--- config.mk ---
export PLATFORM = sky130hd
export DESIGN_NAME = flexray_frame_bit_encoder_core_flat
export DESIGN_NICKNAME = d
export VERILOG_FILES = /design/src/hw/rtl/fbe_pkg.sv /design/src/hw/rtl/fbe_item_if.sv /design/src/hw/rtl/fbe_group_if.sv /design/src/hw/rtl/fbe_front.sv /design/src/hw/rtl/fbe_queue.sv /design/src/hw/rtl/fbe_back.sv /design/src/hw/rtl/flexray_frame_bit_encoder_core.sv /design/src/flat_wrapper.sv
export SDC_FILE = /design/constraint.sdc
export NUM_CORES = 1
export LEC_CHECK = 0
export BUFFER_PORTS_ARGS = -buffer_cell sky130_fd_sc_hd__buf_2
export CELL_PAD_IN_SITES_DETAIL_PLACEMENT = 0
export CELL_PAD_IN_SITES_GLOBAL_PLACEMENT = 1
export CORE_AREA = 4 4 199 201
export DETAILED_ROUTE_END_ITERATION = 8
export DIE_AREA = 0 0 203 205
export PLACE_DENSITY_LB_ADDON = 0.1
export SETUP_SLACK_MARGIN = 0.5
export SYNTH_ARGS = -nofsm -noshare
export SYNTH_HDL_FRONTEND = slang
export SYNTH_SLANG_ARGS = --single-unit
--- constraint.sdc ---
create_clock -name clk -period 3.6 [get_ports clk]
set_input_delay 0.72 -clock clk [delete_from_list [all_inputs] [get_ports clk]]
set_output_delay 0.72 -clock clk [all_outputs]
set_load 0.05 [all_outputs]
--- src/hw/rtl/fbe_pkg.sv ---
package fbe_pkg;

    localparam int CRC_W       = 24;
    localparam int HCRC_W      = 11;
    localparam int SYM_W       = 12;
    localparam int CNT_W       = 4;
    localparam int QUEUE_DEPTH = 4;

    localparam logic [CRC_W-1:0]  FRAME_CRC_SEED_RST = 24'hFEDCBA;
    localparam logic [CRC_W-1:0]  FRAME_POLY         = 24'h5D6DCB;
    localparam logic [HCRC_W-1:0] HDR_POLY           = 11'h385;
    localparam logic [HCRC_W-1:0] HDR_INIT           = 11'h01A;

    // Wire patterns: TSS+FSS is eight zeros then a one, FES+idle is a zero then eleven ones.
    localparam logic [SYM_W-1:0] SYM_TSS = 12'h001;
    localparam logic [SYM_W-1:0] SYM_FES = 12'h7FF;
    localparam logic [1:0]       SYM_BSS = 2'b10;
    localparam logic [CNT_W-1:0] BITS_TSS  = 4'd9;
    localparam logic [CNT_W-1:0] BITS_BYTE = 4'd10;
    localparam logic [CNT_W-1:0] BITS_FES  = 4'd12;

    localparam logic FUNC_START   = 1'b0;
    localparam logic FUNC_PAYLOAD = 1'b1;

    typedef enum logic [1:0] {
        K_TSS,
        K_BYTE,
        K_FES
    } grp_kind_t;

    typedef struct packed {
        grp_kind_t  kind;
        logic [7:0] data;
        logic       last;
    } grp_t;

    typedef struct packed {
        logic valid;
        grp_t grp;
    } push_t;

    typedef enum logic [1:0] {
        F_IDLE,
        F_HCRC,
        F_HDR,
        F_TRL
    } front_state_t;

    function automatic logic [CRC_W-1:0] frame_crc_byte(input logic [CRC_W-1:0] crc_in,
                                                        input logic [7:0] b);
        logic [CRC_W-1:0] c;
        logic             fb;
        c = crc_in;
        for (int i = 7; i >= 0; i--)
        begin
            fb = c[CRC_W-1] ^ b[i];
            c  = {c[CRC_W-2:0], 1'b0};
            if (fb)
            begin
                c = c ^ FRAME_POLY;
            end
        end
        return c;
    endfunction

    function automatic logic [HCRC_W-1:0] hdr_crc_chunk(input logic [HCRC_W-1:0] crc_in,
                                                        input logic [4:0] bits);
        logic [HCRC_W-1:0] c;
        logic              fb;
        c = crc_in;
        for (int i = 4; i >= 0; i--)
        begin
            fb = c[HCRC_W-1] ^ bits[i];
            c  = {c[HCRC_W-2:0], 1'b0};
            if (fb)
            begin
                c = c ^ HDR_POLY;
            end
        end
        return c;
    endfunction

endpackage

--- src/hw/rtl/fbe_item_if.sv ---
interface fbe_item_if;
    logic        valid;
    logic        ready;
    logic        func;
    logic [10:0] fid;
    logic [4:0]  indicators;
    logic [6:0]  payload_words;
    logic [5:0]  cycle_no;
    logic [7:0]  data_byte;

    modport source (
        output valid, func, fid, indicators, payload_words, cycle_no, data_byte,
        input  ready
    );
    modport sink (
        input  valid, func, fid, indicators, payload_words, cycle_no, data_byte,
        output ready
    );
endinterface

--- src/hw/rtl/fbe_group_if.sv ---
interface fbe_group_if;
    import fbe_pkg::*;

    logic             valid;
    logic             ready;
    logic [SYM_W-1:0] symbol_bits;
    logic [CNT_W-1:0] bit_count;
    logic             last;

    modport source (
        output valid, symbol_bits, bit_count, last,
        input  ready
    );
    modport sink (
        input  valid, symbol_bits, bit_count, last,
        output ready
    );
endinterface

--- src/hw/rtl/fbe_front.sv ---
module fbe_front (
    input  logic                       clk,
    input  logic                       rst_n,
    input  logic                       cfg_we,
    input  logic [fbe_pkg::CRC_W-1:0]  cfg_wdata,
    fbe_item_if.sink                   frame_items,
    input  logic                       q_full,
    output fbe_pkg::push_t             push
);
    import fbe_pkg::*;

    localparam logic [2:0] HCRC_LAST = 3'd3;
    localparam logic [2:0] HDR_LAST  = 3'd4;
    localparam logic [2:0] TRL_LAST  = 3'd3;

    front_state_t      state_reg, state_next;
    logic [2:0]        step_reg, step_next;
    logic              in_frame_reg, in_frame_next;
    logic [7:0]        bytes_left_reg, bytes_left_next;
    logic [CRC_W-1:0]  crc_reg, crc_next;
    logic [CRC_W-1:0]  seed_reg;
    logic [HCRC_W-1:0] hcrc_reg, hcrc_next;
    logic [19:0]       hbits_reg, hbits_next;
    logic [10:0]       id_reg;
    logic [4:0]        ind_reg;
    logic [6:0]        words_reg;
    logic [5:0]        cyc_reg;

    logic       accept;
    logic       start_acc;
    logic       byte_acc;
    logic [7:0] hdr_byte;
    logic [7:0] trl_byte;
    logic [7:0] crc_data;
    logic [CRC_W-1:0] crc_upd;

    assign frame_items.ready = (state_reg == F_IDLE) && !q_full;
    assign accept    = frame_items.valid && frame_items.ready;
    assign start_acc = accept && (frame_items.func == FUNC_START);
    assign byte_acc  = accept && (frame_items.func == FUNC_PAYLOAD) && in_frame_reg;

    always_comb
    begin
        unique case (step_reg)
            3'd0:    hdr_byte = {ind_reg, id_reg[10:8]};
            3'd1:    hdr_byte = id_reg[7:0];
            3'd2:    hdr_byte = {words_reg, hcrc_reg[10]};
            3'd3:    hdr_byte = hcrc_reg[9:2];
            3'd4:    hdr_byte = {hcrc_reg[1:0], cyc_reg};
            default: hdr_byte = '0;
        endcase
    end

    always_comb
    begin
        unique case (step_reg)
            3'd0:    trl_byte = crc_reg[23:16];
            3'd1:    trl_byte = crc_reg[15:8];
            default: trl_byte = crc_reg[7:0];
        endcase
    end

    // One frame CRC unit serves both header bytes and payload bytes.
    assign crc_data = (state_reg == F_IDLE) ? frame_items.data_byte : hdr_byte;
    assign crc_upd  = frame_crc_byte(crc_reg, crc_data);

    // Next state
    always_comb
    begin
        state_next = state_reg;
        step_next  = step_reg;
        unique case (state_reg)
            F_IDLE:
            begin
                if (start_acc)
                begin
                    state_next = F_HCRC;
                    step_next  = '0;
                end
                else if (byte_acc && (bytes_left_reg == 8'd1))
                begin
                    state_next = F_TRL;
                    step_next  = '0;
                end
            end
            F_HCRC:
            begin
                if (step_reg == HCRC_LAST)
                begin
                    state_next = F_HDR;
                    step_next  = '0;
                end
                else
                begin
                    step_next = step_reg + 3'd1;
                end
            end
            F_HDR:
            begin
                if (!q_full)
                begin
                    if (step_reg == HDR_LAST)
                    begin
                        state_next = (words_reg == '0) ? F_TRL : F_IDLE;
                        step_next  = '0;
                    end
                    else
                    begin
                        step_next = step_reg + 3'd1;
                    end
                end
            end
            F_TRL:
            begin
                if (!q_full)
                begin
                    if (step_reg == TRL_LAST)
                    begin
                        state_next = F_IDLE;
                        step_next  = '0;
                    end
                    else
                    begin
                        step_next = step_reg + 3'd1;
                    end
                end
            end
            default:
            begin
                state_next = F_IDLE;
                step_next  = '0;
            end
        endcase
    end

    // Queue pushes
    always_comb
    begin
        push.valid     = 1'b0;
        push.grp.kind  = K_BYTE;
        push.grp.data  = '0;
        push.grp.last  = 1'b0;
        unique case (state_reg)
            F_IDLE:
            begin
                if (start_acc)
                begin
                    push.valid    = 1'b1;
                    push.grp.kind = K_TSS;
                end
                else if (byte_acc)
                begin
                    push.valid    = 1'b1;
                    push.grp.data = frame_items.data_byte;
                    push.grp.last = (bytes_left_reg != 8'd1);
                end
            end
            F_HCRC:
            begin
                push.valid = 1'b0;
            end
            F_HDR:
            begin
                push.valid    = !q_full;
                push.grp.data = hdr_byte;
                push.grp.last = (step_reg == HDR_LAST) && (words_reg != '0);
            end
            F_TRL:
            begin
                push.valid = !q_full;
                if (step_reg == TRL_LAST)
                begin
                    push.grp.kind = K_FES;
                    push.grp.last = 1'b1;
                end
                else
                begin
                    push.grp.data = trl_byte;
                end
            end
            default:
            begin
                push.valid = 1'b0;
            end
        endcase
    end

    // Frame bookkeeping
    always_comb
    begin
        in_frame_next   = in_frame_reg;
        bytes_left_next = bytes_left_reg;
        crc_next        = crc_reg;
        hcrc_next       = hcrc_reg;
        hbits_next      = hbits_reg;
        if (start_acc)
        begin
            in_frame_next   = 1'b0;
            bytes_left_next = '0;
            crc_next        = seed_reg;
            hcrc_next       = HDR_INIT;
            hbits_next      = {frame_items.indicators[1:0], frame_items.fid,
                               frame_items.payload_words};
        end
        else if (byte_acc)
        begin
            crc_next        = crc_upd;
            bytes_left_next = bytes_left_reg - 8'd1;
        end
        else if (state_reg == F_HCRC)
        begin
            hcrc_next  = hdr_crc_chunk(hcrc_reg, hbits_reg[19:15]);
            hbits_next = {hbits_reg[14:0], 5'd0};
        end
        else if ((state_reg == F_HDR) && !q_full)
        begin
            crc_next = crc_upd;
            if (step_reg == HDR_LAST)
            begin
                in_frame_next   = (words_reg != '0);
                bytes_left_next = {words_reg, 1'b0};
            end
        end
        else if ((state_reg == F_TRL) && !q_full && (step_reg == TRL_LAST))
        begin
            in_frame_next   = 1'b0;
            bytes_left_next = '0;
        end
    end

    always_ff @(posedge clk or negedge rst_n)
    begin
        if (!rst_n)
        begin
            state_reg      <= F_IDLE;
            step_reg       <= '0;
            in_frame_reg   <= 1'b0;
            bytes_left_reg <= '0;
            crc_reg        <= '0;
            seed_reg       <= FRAME_CRC_SEED_RST;
        end
        else
        begin
            state_reg      <= state_next;
            step_reg       <= step_next;
            in_frame_reg   <= in_frame_next;
            bytes_left_reg <= bytes_left_next;
            crc_reg        <= crc_next;
            if (cfg_we)
            begin
                seed_reg <= cfg_wdata;
            end
        end
    end

    always_ff @(posedge clk)
    begin
        hcrc_reg  <= hcrc_next;
        hbits_reg <= hbits_next;
        if (start_acc)
        begin
            id_reg    <= frame_items.fid;
            ind_reg   <= frame_items.indicators;
            words_reg <= frame_items.payload_words;
            cyc_reg   <= frame_items.cycle_no;
        end
    end

endmodule

--- src/hw/rtl/fbe_queue.sv ---
module fbe_queue #(
    parameter int DEPTH = fbe_pkg::QUEUE_DEPTH
) (
    input  logic           clk,
    input  logic           rst_n,
    input  fbe_pkg::push_t push,
    input  logic           pop,
    output logic           full,
    output logic           not_empty,
    output fbe_pkg::grp_t  head
);
    import fbe_pkg::*;

    localparam int PTR_W  = (DEPTH > 1) ? $clog2(DEPTH) : 1;
    localparam int FILL_W = $clog2(DEPTH + 1);

    grp_t              slots [DEPTH];
    logic [PTR_W-1:0]  wr_ptr_reg, wr_ptr_next;
    logic [PTR_W-1:0]  rd_ptr_reg, rd_ptr_next;
    logic [FILL_W-1:0] count_reg, count_next;
    logic              do_push;
    logic              do_pop;

    assign full      = (count_reg == FILL_W'(DEPTH));
    assign not_empty = (count_reg != '0);
    assign head      = slots[rd_ptr_reg];
    assign do_push   = push.valid && !full;
    assign do_pop    = pop && not_empty;

    always_comb
    begin
        wr_ptr_next = wr_ptr_reg;
        rd_ptr_next = rd_ptr_reg;
        count_next  = count_reg;
        if (do_push)
        begin
            wr_ptr_next = (wr_ptr_reg == PTR_W'(DEPTH - 1)) ? '0 : wr_ptr_reg + PTR_W'(1);
        end
        if (do_pop)
        begin
            rd_ptr_next = (rd_ptr_reg == PTR_W'(DEPTH - 1)) ? '0 : rd_ptr_reg + PTR_W'(1);
        end
        if (do_push && !do_pop)
        begin
            count_next = count_reg + FILL_W'(1);
        end
        else if (do_pop && !do_push)
        begin
            count_next = count_reg - FILL_W'(1);
        end
    end

    always_ff @(posedge clk or negedge rst_n)
    begin
        if (!rst_n)
        begin
            wr_ptr_reg <= '0;
            rd_ptr_reg <= '0;
            count_reg  <= '0;
        end
        else
        begin
            wr_ptr_reg <= wr_ptr_next;
            rd_ptr_reg <= rd_ptr_next;
            count_reg  <= count_next;
        end
    end

    always_ff @(posedge clk)
    begin
        if (do_push)
        begin
            slots[wr_ptr_reg] <= push.grp;
        end
    end

endmodule

--- src/hw/rtl/fbe_back.sv ---
module fbe_back (
    input  logic          clk,
    input  logic          rst_n,
    input  logic          q_valid,
    input  fbe_pkg::grp_t q_head,
    output logic          pop,
    fbe_group_if.source   wire_groups
);
    import fbe_pkg::*;

    logic             valid_reg;
    logic [SYM_W-1:0] bits_reg, bits_next;
    logic [CNT_W-1:0] count_reg, count_next;
    logic             last_reg;

    // The output register refills whenever it is empty or its beat is taken.
    assign pop = q_valid && (!valid_reg || wire_groups.ready);

    always_comb
    begin
        unique case (q_head.kind)
            K_TSS:
            begin
                bits_next  = SYM_TSS;
                count_next = BITS_TSS;
            end
            K_FES:
            begin
                bits_next  = SYM_FES;
                count_next = BITS_FES;
            end
            default:
            begin
                bits_next  = {2'b00, SYM_BSS, q_head.data};
                count_next = BITS_BYTE;
            end
        endcase
    end

    always_ff @(posedge clk or negedge rst_n)
    begin
        if (!rst_n)
        begin
            valid_reg <= 1'b0;
        end
        else if (!valid_reg || wire_groups.ready)
        begin
            valid_reg <= q_valid;
        end
    end

    always_ff @(posedge clk)
    begin
        if (pop)
        begin
            bits_reg  <= bits_next;
            count_reg <= count_next;
            last_reg  <= q_head.last;
        end
    end

    assign wire_groups.valid       = valid_reg;
    assign wire_groups.symbol_bits = bits_reg;
    assign wire_groups.bit_count   = count_reg;
    assign wire_groups.last        = last_reg;

endmodule

--- src/hw/rtl/flexray_frame_bit_encoder_core.sv ---
// FlexRay frame bit encoder.
// frame_items (valid/ready) takes one beat per item: a start beat (func 0) with the
// header fields, or a payload byte beat (func 1). wire_groups (valid/ready) gives one
// beat per group of wire bits, first bit sent in position bit_count-1: TSS+FSS (9 bits),
// BSS-framed bytes (10 bits) and FES plus idle delimiter (12 bits); last marks the
// final beat caused by an input beat. cfg_we/cfg_wdata load the frame CRC seed.
// A payload byte beat's group passes through the queue and then the output register.
// A start beat occupies the front sequencer while it computes the header CRC (five
// bits a cycle) and sends the five header bytes through the shared frame CRC unit; the
// final payload byte adds the CRC trailer. Payload bytes can arrive back to back, one
// per cycle while the queue has room, and the output carries at most one group per cycle.
// Payload bytes outside a frame are accepted and dropped; a start beat abandons any
// open frame. A small queue between sequencer and output register lets the front keep
// accepting while the receiver stalls; once it fills, frame_items.ready drops.
// Reset clears the frame state, empties the queue and restores the seed to 0xFEDCBA.
module flexray_frame_bit_encoder_core #(
    parameter int QUEUE_DEPTH = fbe_pkg::QUEUE_DEPTH
) (
    input  logic                      clk,
    input  logic                      rst_n,
    input  logic                      cfg_we,
    input  logic [fbe_pkg::CRC_W-1:0] cfg_wdata,
    fbe_item_if.sink                  frame_items,
    fbe_group_if.source               wire_groups
);
    import fbe_pkg::*;

    push_t push;
    grp_t  q_head;
    logic  q_full;
    logic  q_valid;
    logic  q_pop;

    fbe_front u_front (
        .clk         (clk),
        .rst_n       (rst_n),
        .cfg_we      (cfg_we),
        .cfg_wdata   (cfg_wdata),
        .frame_items (frame_items),
        .q_full      (q_full),
        .push        (push)
    );

    fbe_queue #(
        .DEPTH (QUEUE_DEPTH)
    ) u_queue (
        .clk       (clk),
        .rst_n     (rst_n),
        .push      (push),
        .pop       (q_pop),
        .full      (q_full),
        .not_empty (q_valid),
        .head      (q_head)
    );

    fbe_back u_back (
        .clk         (clk),
        .rst_n       (rst_n),
        .q_valid     (q_valid),
        .q_head      (q_head),
        .pop         (q_pop),
        .wire_groups (wire_groups)
    );

endmodule

--- src/flat_wrapper.sv ---
// flat-port wrapper written by rule: the top's interface ports become plain ports
module flexray_frame_bit_encoder_core_flat import fbe_pkg::*;
#(
    parameter int QUEUE_DEPTH = fbe_pkg::QUEUE_DEPTH
)
  (clk, rst_n, cfg_we, cfg_wdata, frame_items_valid, frame_items_func, frame_items_fid, frame_items_indicators, frame_items_payload_words, frame_items_cycle_no, frame_items_data_byte, frame_items_ready, wire_groups_valid, wire_groups_symbol_bits, wire_groups_bit_count, wire_groups_last, wire_groups_ready);
  fbe_item_if frame_items_i ();
  fbe_group_if wire_groups_i ();
  input  logic clk;
  input  logic rst_n;
  input  logic cfg_we;
  input  logic [fbe_pkg::CRC_W-1:0] cfg_wdata;
  input wire logic [$bits(frame_items_i.valid)-1:0] frame_items_valid;
  input wire logic [$bits(frame_items_i.func)-1:0] frame_items_func;
  input wire logic [$bits(frame_items_i.fid)-1:0] frame_items_fid;
  input wire logic [$bits(frame_items_i.indicators)-1:0] frame_items_indicators;
  input wire logic [$bits(frame_items_i.payload_words)-1:0] frame_items_payload_words;
  input wire logic [$bits(frame_items_i.cycle_no)-1:0] frame_items_cycle_no;
  input wire logic [$bits(frame_items_i.data_byte)-1:0] frame_items_data_byte;
  output wire logic [$bits(frame_items_i.ready)-1:0] frame_items_ready;
  output wire logic [$bits(wire_groups_i.valid)-1:0] wire_groups_valid;
  output wire logic [$bits(wire_groups_i.symbol_bits)-1:0] wire_groups_symbol_bits;
  output wire logic [$bits(wire_groups_i.bit_count)-1:0] wire_groups_bit_count;
  output wire logic [$bits(wire_groups_i.last)-1:0] wire_groups_last;
  input wire logic [$bits(wire_groups_i.ready)-1:0] wire_groups_ready;
  assign frame_items_i.valid = frame_items_valid;
  assign frame_items_i.func = frame_items_func;
  assign frame_items_i.fid = frame_items_fid;
  assign frame_items_i.indicators = frame_items_indicators;
  assign frame_items_i.payload_words = frame_items_payload_words;
  assign frame_items_i.cycle_no = frame_items_cycle_no;
  assign frame_items_i.data_byte = frame_items_data_byte;
  assign frame_items_ready = frame_items_i.ready;
  assign wire_groups_valid = wire_groups_i.valid;
  assign wire_groups_symbol_bits = wire_groups_i.symbol_bits;
  assign wire_groups_bit_count = wire_groups_i.bit_count;
  assign wire_groups_last = wire_groups_i.last;
  assign wire_groups_i.ready = wire_groups_ready;
  flexray_frame_bit_encoder_core #(.QUEUE_DEPTH(QUEUE_DEPTH)) u_core (.clk(clk), .rst_n(rst_n), .cfg_we(cfg_we), .cfg_wdata(cfg_wdata), .frame_items(frame_items_i), .wire_groups(wire_groups_i));
endmodule
# == After elaboration in Yosys (flattened, before gate mapping) ==
# Memories as Yosys holds them, arrays and structs flattened.
# Cells that the tools add are included.
# word_totals
regBits,147
memories,1
mem_bits_rw,44
out_inout_bits,19
# op_classes
reduce_logical,39
bitwise,28
add_sub_neg,6
n_mux,82
n_eq_ne,24
# memory_table
memory,words,width,read_ports,rd_clocked_by_memory_dff,write_ports,line,rtl
u_core.u_queue.slots,4,11,1,0,1,fbe_queue.sv:17,grp_t slots [DEPTH];
# op_table
op,count
23-bit 2-to-1 mux,8
11-bit 2-to-1 mux,12
15-bit inverter,8
24-bit 2-to-1 mux,4
8-bit 2-to-1 mux,8
20-bit 2-to-1 mux,3
10-bit 2-to-1 mux,5
8-bit one-hot mux with 5 select lines,1
9-bit one-hot mux with 3 select lines,1
5-bit inverter,5
3-bit 2-to-1 mux,8
2-bit 2-to-1 mux,11
11-bit one-hot mux with 2 select lines,1
9-bit 2-to-1 mux,2
8-bit one-hot mux with 2 select lines,1
1-bit logical AND,15
1-bit XOR,13
1-bit 2-to-1 mux,12
3-bit one-hot mux with 4 select lines,1
"2-bit equality test, second input constant",5
3-bit nonzero test,3
"8-bit by 1-bit equality test with 1-bit output, second input constant",1
"2-bit inequality test, second input constant",4
"8-bit by 1-bit inequality test with 1-bit output, second input constant",1
other kinds (30),46

# == Logic depth before layout (Yosys ltp) ==
# depth
ltp_word,25
depth_mapped,13
ltp_nobuf,12

# == Cells and area by module ==
# Synthesis repeated with hierarchy kept, for this count alone.
# unflattened
hier_cells,797
area_unflattened_um2,9639.2
# by_module_without_submodules
module,cells_per_inst,instances,area_each_um2
fbe_front,658,1,6965.4
fbe_queue,94,1,2089.5
fbe_back,45,1,584.3

# == Worst setup path after synthesis ==
# No wires, ideal clock.
# synth_path
kind,reg-to-reg
start,reg u_core.u_front.state_reg[0]
end,reg u_core.u_front.cyc_reg[0] (enable)
stages_incl_launch_ff,10
t_required_ps,3196
setup_slack_ps,99
synth_period_minus_slack_ps,3501
arrival_ps,3097
setup_ps,404
cell_sequence,dfrtp_1 -> inv_1 -> ha_1 -> clkbuf_1 -> nand2_1 -> or3_1 -> clkbuf_1 -> inv_1 -> clkbuf_1 -> buf_1
# synth_via
elab_chain_len,4
# synth_rtl
item,line,rtl
start: declaration,fbe_front.sv:16,"front_state_t state_reg, state_next;"
start signal: assignment,fbe_front.sv:244,state_reg <= state_next;
2-bit zero test,fbe_front.sv:37,assign frame_items.ready = (state_reg == F_IDLE) && !q_full;
1-bit logical AND,fbe_front.sv:37,
1-bit logical AND,fbe_front.sv:38,assign accept = frame_items.valid && frame_items.ready;
1-bit logical AND,fbe_front.sv:39,assign start_acc = accept && (frame_items.func == FUNC_START);
named net u_core.u_front.start_acc,fbe_front.sv:30,logic start_acc;
end signal: assignment,fbe_front.sv:265,cyc_reg <= frame_items.cycle_no;
end: declaration,fbe_front.sv:27,logic [5:0] cyc_reg;
# The timed path passes the listed nets, and every way through them passes these cells.
# A chain may end at the register's enable or synchronous reset.

# == Final worst setup path ==
# layout_path
start,reg u_core.u_front.step_reg[1]
end,reg u_core.u_front.crc_reg[1]
# layout_via
elab_chain_len,20
# layout_rtl
item,line,rtl
start: declaration,fbe_front.sv:17,"logic [2:0] step_reg, step_next;"
start signal: assignment,fbe_front.sv:245,step_reg <= step_next;
"3-bit equality test, or another cell as far along",fbe_front.sv:44,unique case (step_reg)
8-bit one-hot mux with 5 select lines (*),fbe_front.sv:44,
8-bit 2-to-1 mux (*),fbe_front.sv:64,assign crc_data = (state_reg == F_IDLE) ? frame_items.data_byte : hdr_byte;
1-bit XOR,fbe_pkg.sv:56,fb = c[CRC_W-1] ^ b[i];
23-bit 2-to-1 mux,fbe_pkg.sv:58,if (fb)
15-bit inverter (no line),--,
23-bit 2-to-1 mux,fbe_pkg.sv:58,
15-bit inverter (no line),--,
[... 4 more ...],--,
1-bit XOR,fbe_pkg.sv:56,
23-bit 2-to-1 mux,fbe_pkg.sv:58,
15-bit inverter (no line),--,
23-bit 2-to-1 mux (*),fbe_pkg.sv:58,
24-bit 2-to-1 mux,fbe_front.sv:215,else if ((state_reg == F_HDR) && !q_full)
24-bit 2-to-1 mux,fbe_front.sv:210,else if (state_reg == F_HCRC)
24-bit 2-to-1 mux (*),fbe_front.sv:205,else if (byte_acc)
24-bit 2-to-1 mux (*),fbe_front.sv:196,if (start_acc)
end signal: assignment,fbe_front.sv:248,crc_reg <= crc_next;
end: declaration,fbe_front.sv:20,"logic [CRC_W-1:0] crc_reg, crc_next;"
# Every way passes the cells marked *; elsewhere a longest branch is shown, timed or not. The select of a mux whose other input is x is not followed.

==> results.yml <==
worst_hold_path:
  hp-class: "in -> async"
floorplanning:
  dieHeight_um: 205
  rows: 71
  dieWidth_um: 203
  start_util_pct: 24.9
  die-area_um2: 41600
  ios: 86
  coreArea_um2: 37600
timing:
  relSlewSlack_pct: 36.3
  setup-tns-final_ns: 0
  finClkSkew_ns: 0.00907
  period_needed_ns: 2.97
  fin_crit_sh_pct: 82.4
  hold_viol: 0
  max_freq_ghz: 0.337
  setup_ws_ns: 0.635
  setup_viol: 0
  drv_slew: 0
  rsz0062_at_grt: "true"
  worst_pin_slew_ns: 0.946
place:
  gp_congestion: 0.761
  post_dp_cell_area_um2: 10500
  detailed_place_hpwl_mm: 20.1
  place_worst_setup_slack_ns: 0.162
  portBuffers: 83
  numPlacedInstances: 1361
global_routing:
  grt_pass1_wl_mm: 41.8
  grt-ovfl-total: 0
  grt_max_degree: 55
  grtUsageTotal_pct: 13.5
  antenna_found_initial: 1
  first_global_vias: 6431
critical_path:
  crit_path_end_kind: "flop"
  max_stage_delay_ns: 0.50
  cp_top_family: "compound AO/OA/AOI/OAI gates"
  crit_path_start_kind: "flop"
  worstPathArrival_ns: 3.27
  worstSetupPathType: "reg -> reg"
  critPathBufInv: 3
  crit_fanout: 9
  crit_top_cell: "buf_4"
  critical_path_required_ns: 3.90
  path_cells: "buf_4 > ha_4 > a222oi_1 > o21ai_2 > a22oi_2 > xnor2_2 > buf_4 > xnor2_4 > xor2_4 > buf_4 > xor2_1 > o21ai_0"
  slowest_stage: "a222oi_1"
logic_synthesis:
  synth_ff_type: "edfxtp_1"
  postSynthAreaPerCell_um2: 12.1
  synth_cells: 774
  synth-seq-cells: 187
  ys_warn_count: 0
  synth_area_um2: 9350
  synthArstFlopShare_pct: 37.4
  synth_edf_count: 106
  yosys.cell_types.count: 72
  synth_fp_nets: 862
  yosysSeqAreaShare_pct: 55.4
clocking:
  clock_latency_ns: 0.45
  cts-root-buf: "clkbuf_16"
  hold_buffers: 0
  clock_sinks: 187
  numCtsBuffers: 17
  cts_max_level: 4
  clk_pin_slew_ns: 0.07
  cts_tree: "done"
  clockBufferDepth: 2
layout:
  instances_no_fill: 1416
  largest_reg_flops: 44
  filler_cell_count: 3883
  syn_to_final_growth_pct: 21.7
  final_cell_area_um2: 11400
  drive_gt1_share_pct: 29.9
  layout.nets: 979
detailed_routing:
  vias: 6266
  antenna_left: 0
  wl_mm: 27.5
  vias_per_cell: 4.43
  routedWlPerCell_um: 19.4
  dr.pass1.iters: 5
  drc: 0
  drt_iter0_drc: 370
job:
  maxCapViolCount: 0
run_status:
  status: "complete, no violations"
layer usage:
metal	routed length (um)	global-route usage (%)
met2	12800	21.1
met5	0	0
met3	870	2.61
met1	13300	19.1
met4	543	3.88
worst register-to-register path, delay by kind of cell (launching register included):
family,cells,cell delay (ns)
AOI/OAI and AO/OA,4,1.01
xor gates and xnor gates,4,0.72
buffers and inverters,3,0.48
DFF,1,0.41
adders and majority gates,1,0.20
cell families after synthesis:
logic type                 count (synthesis)  synth area share (%)
xor gates and xnor gates                  80                  9.29
AOI/OAI and AO/OA                        183                  13.5
other                                      2                0.0803
DFF                                      187                  55.4
buffers and inverters                     63                  3.00
and+or+nand+nor                          194                  9.26
muxes                                     44                  6.56
adders and majority gates                 21                  2.89
repair_timing:
action | in CTS | in global routing
setup endpoints to repair | 25 | 23
pin swaps | 9 | 15
buffers inserted | 10 | 12
resized for setup | 12 | 22
layout by cell type, fill, tap and decap left out, drive strengths merged, types with 4 or more instances in the layout:
cell	count
xnor2	53
and2	13
o21ai	65
a22o	5
mux2i	5
inv	29
dfrtp	53
nand2	102
clkbuf	19
nor2	38
a21oi	32
a22oi	28
a222oi	8
dfstp	17
edfxtp	106
a31oi	11
nor3b	4
xor2	21
nand3	5
nor2b	8
clkinv	4
dfxtp	11
mux2	28
xnor3	5
a21boi	4
buf	138
mux4	11
a221oi	6
ha	20
nand2b	6
nor3	7
metrics by stage:
stage	util, %	hold slack, ns
after global placement	27.9	0.493
after CTS	29.7	0.335
final	30.3	0.326
after global routing	30.3	0.376
after floorplan	-	0.424
after detailed placement	27.9	0.495
layout make-up:
class                           count  area [um2]  share of cell area [%]
Antenna cell                        1        2.50                  0.0220
Sequential cell                   187        5180                    45.5
Clock buffer                       19         433                    3.81
Timing Repair Buffer              138         855                    7.51
Clock inverter                     13         110                   0.968
Tap cell                          511         639                    5.62
Multi-Input combinational cell    524        4070                    35.8
Inverter                           23        86.3                   0.759
worst paths after layout:
kind | startpoint | end | slack [ns] | cells past startpoint
min reg2reg | u_core.u_front.hcrc_reg[9]$_SDFFE_PP0P_ | u_core.u_front.hcrc_reg[9]$_SDFFE_PP0P_ | 0.50 | 2
max in group asynchronous | rst_n | u_core.u_front.seed_reg[4]$_DFFE_PN1P_ | 2.55 | 2
min | rst_n | u_core.u_front.seed_reg[0]$_DFFE_PN0P_ | 0.33 | 1
min in group clk | frame_items_cycle_no[4] | u_core.u_front.cyc_reg[4]$_DFFE_PP_ | 0.44 | 1
max reg2reg | u_core.u_front.step_reg[1]$_DFFE_PN0P_ | u_core.u_front.crc_reg[1]$_DFFE_PN0P_ | 0.63 | 12
max | u_core.u_front.step_reg[1]$_DFFE_PN0P_ | u_core.u_front.crc_reg[1]$_DFFE_PN0P_ | 0.63 | 12
synth_stat cells, types with 17 or more instances:
cell | count | area [um2]
edfxtp_1 | 106 | 3180
nand2_1 | 102 | 383
dfrtp_1 | 53 | 1330
o21ai_0 | 52 | 260
xnor2_1 | 47 | 412
nor2_1 | 37 | 139
a21oi_1 | 31 | 155
mux2_2 | 28 | 315
a22oi_1 | 26 | 195
clkbuf_1 | 23 | 86.3
inv_1 | 23 | 86.3
ha_1 | 20 | 250
xor2_1 | 19 | 166
dfstp_2 | 17 | 447
Power is not shown: default switching activity piles up to over one toggle a cycle in this logic, so the estimate is an artifact.
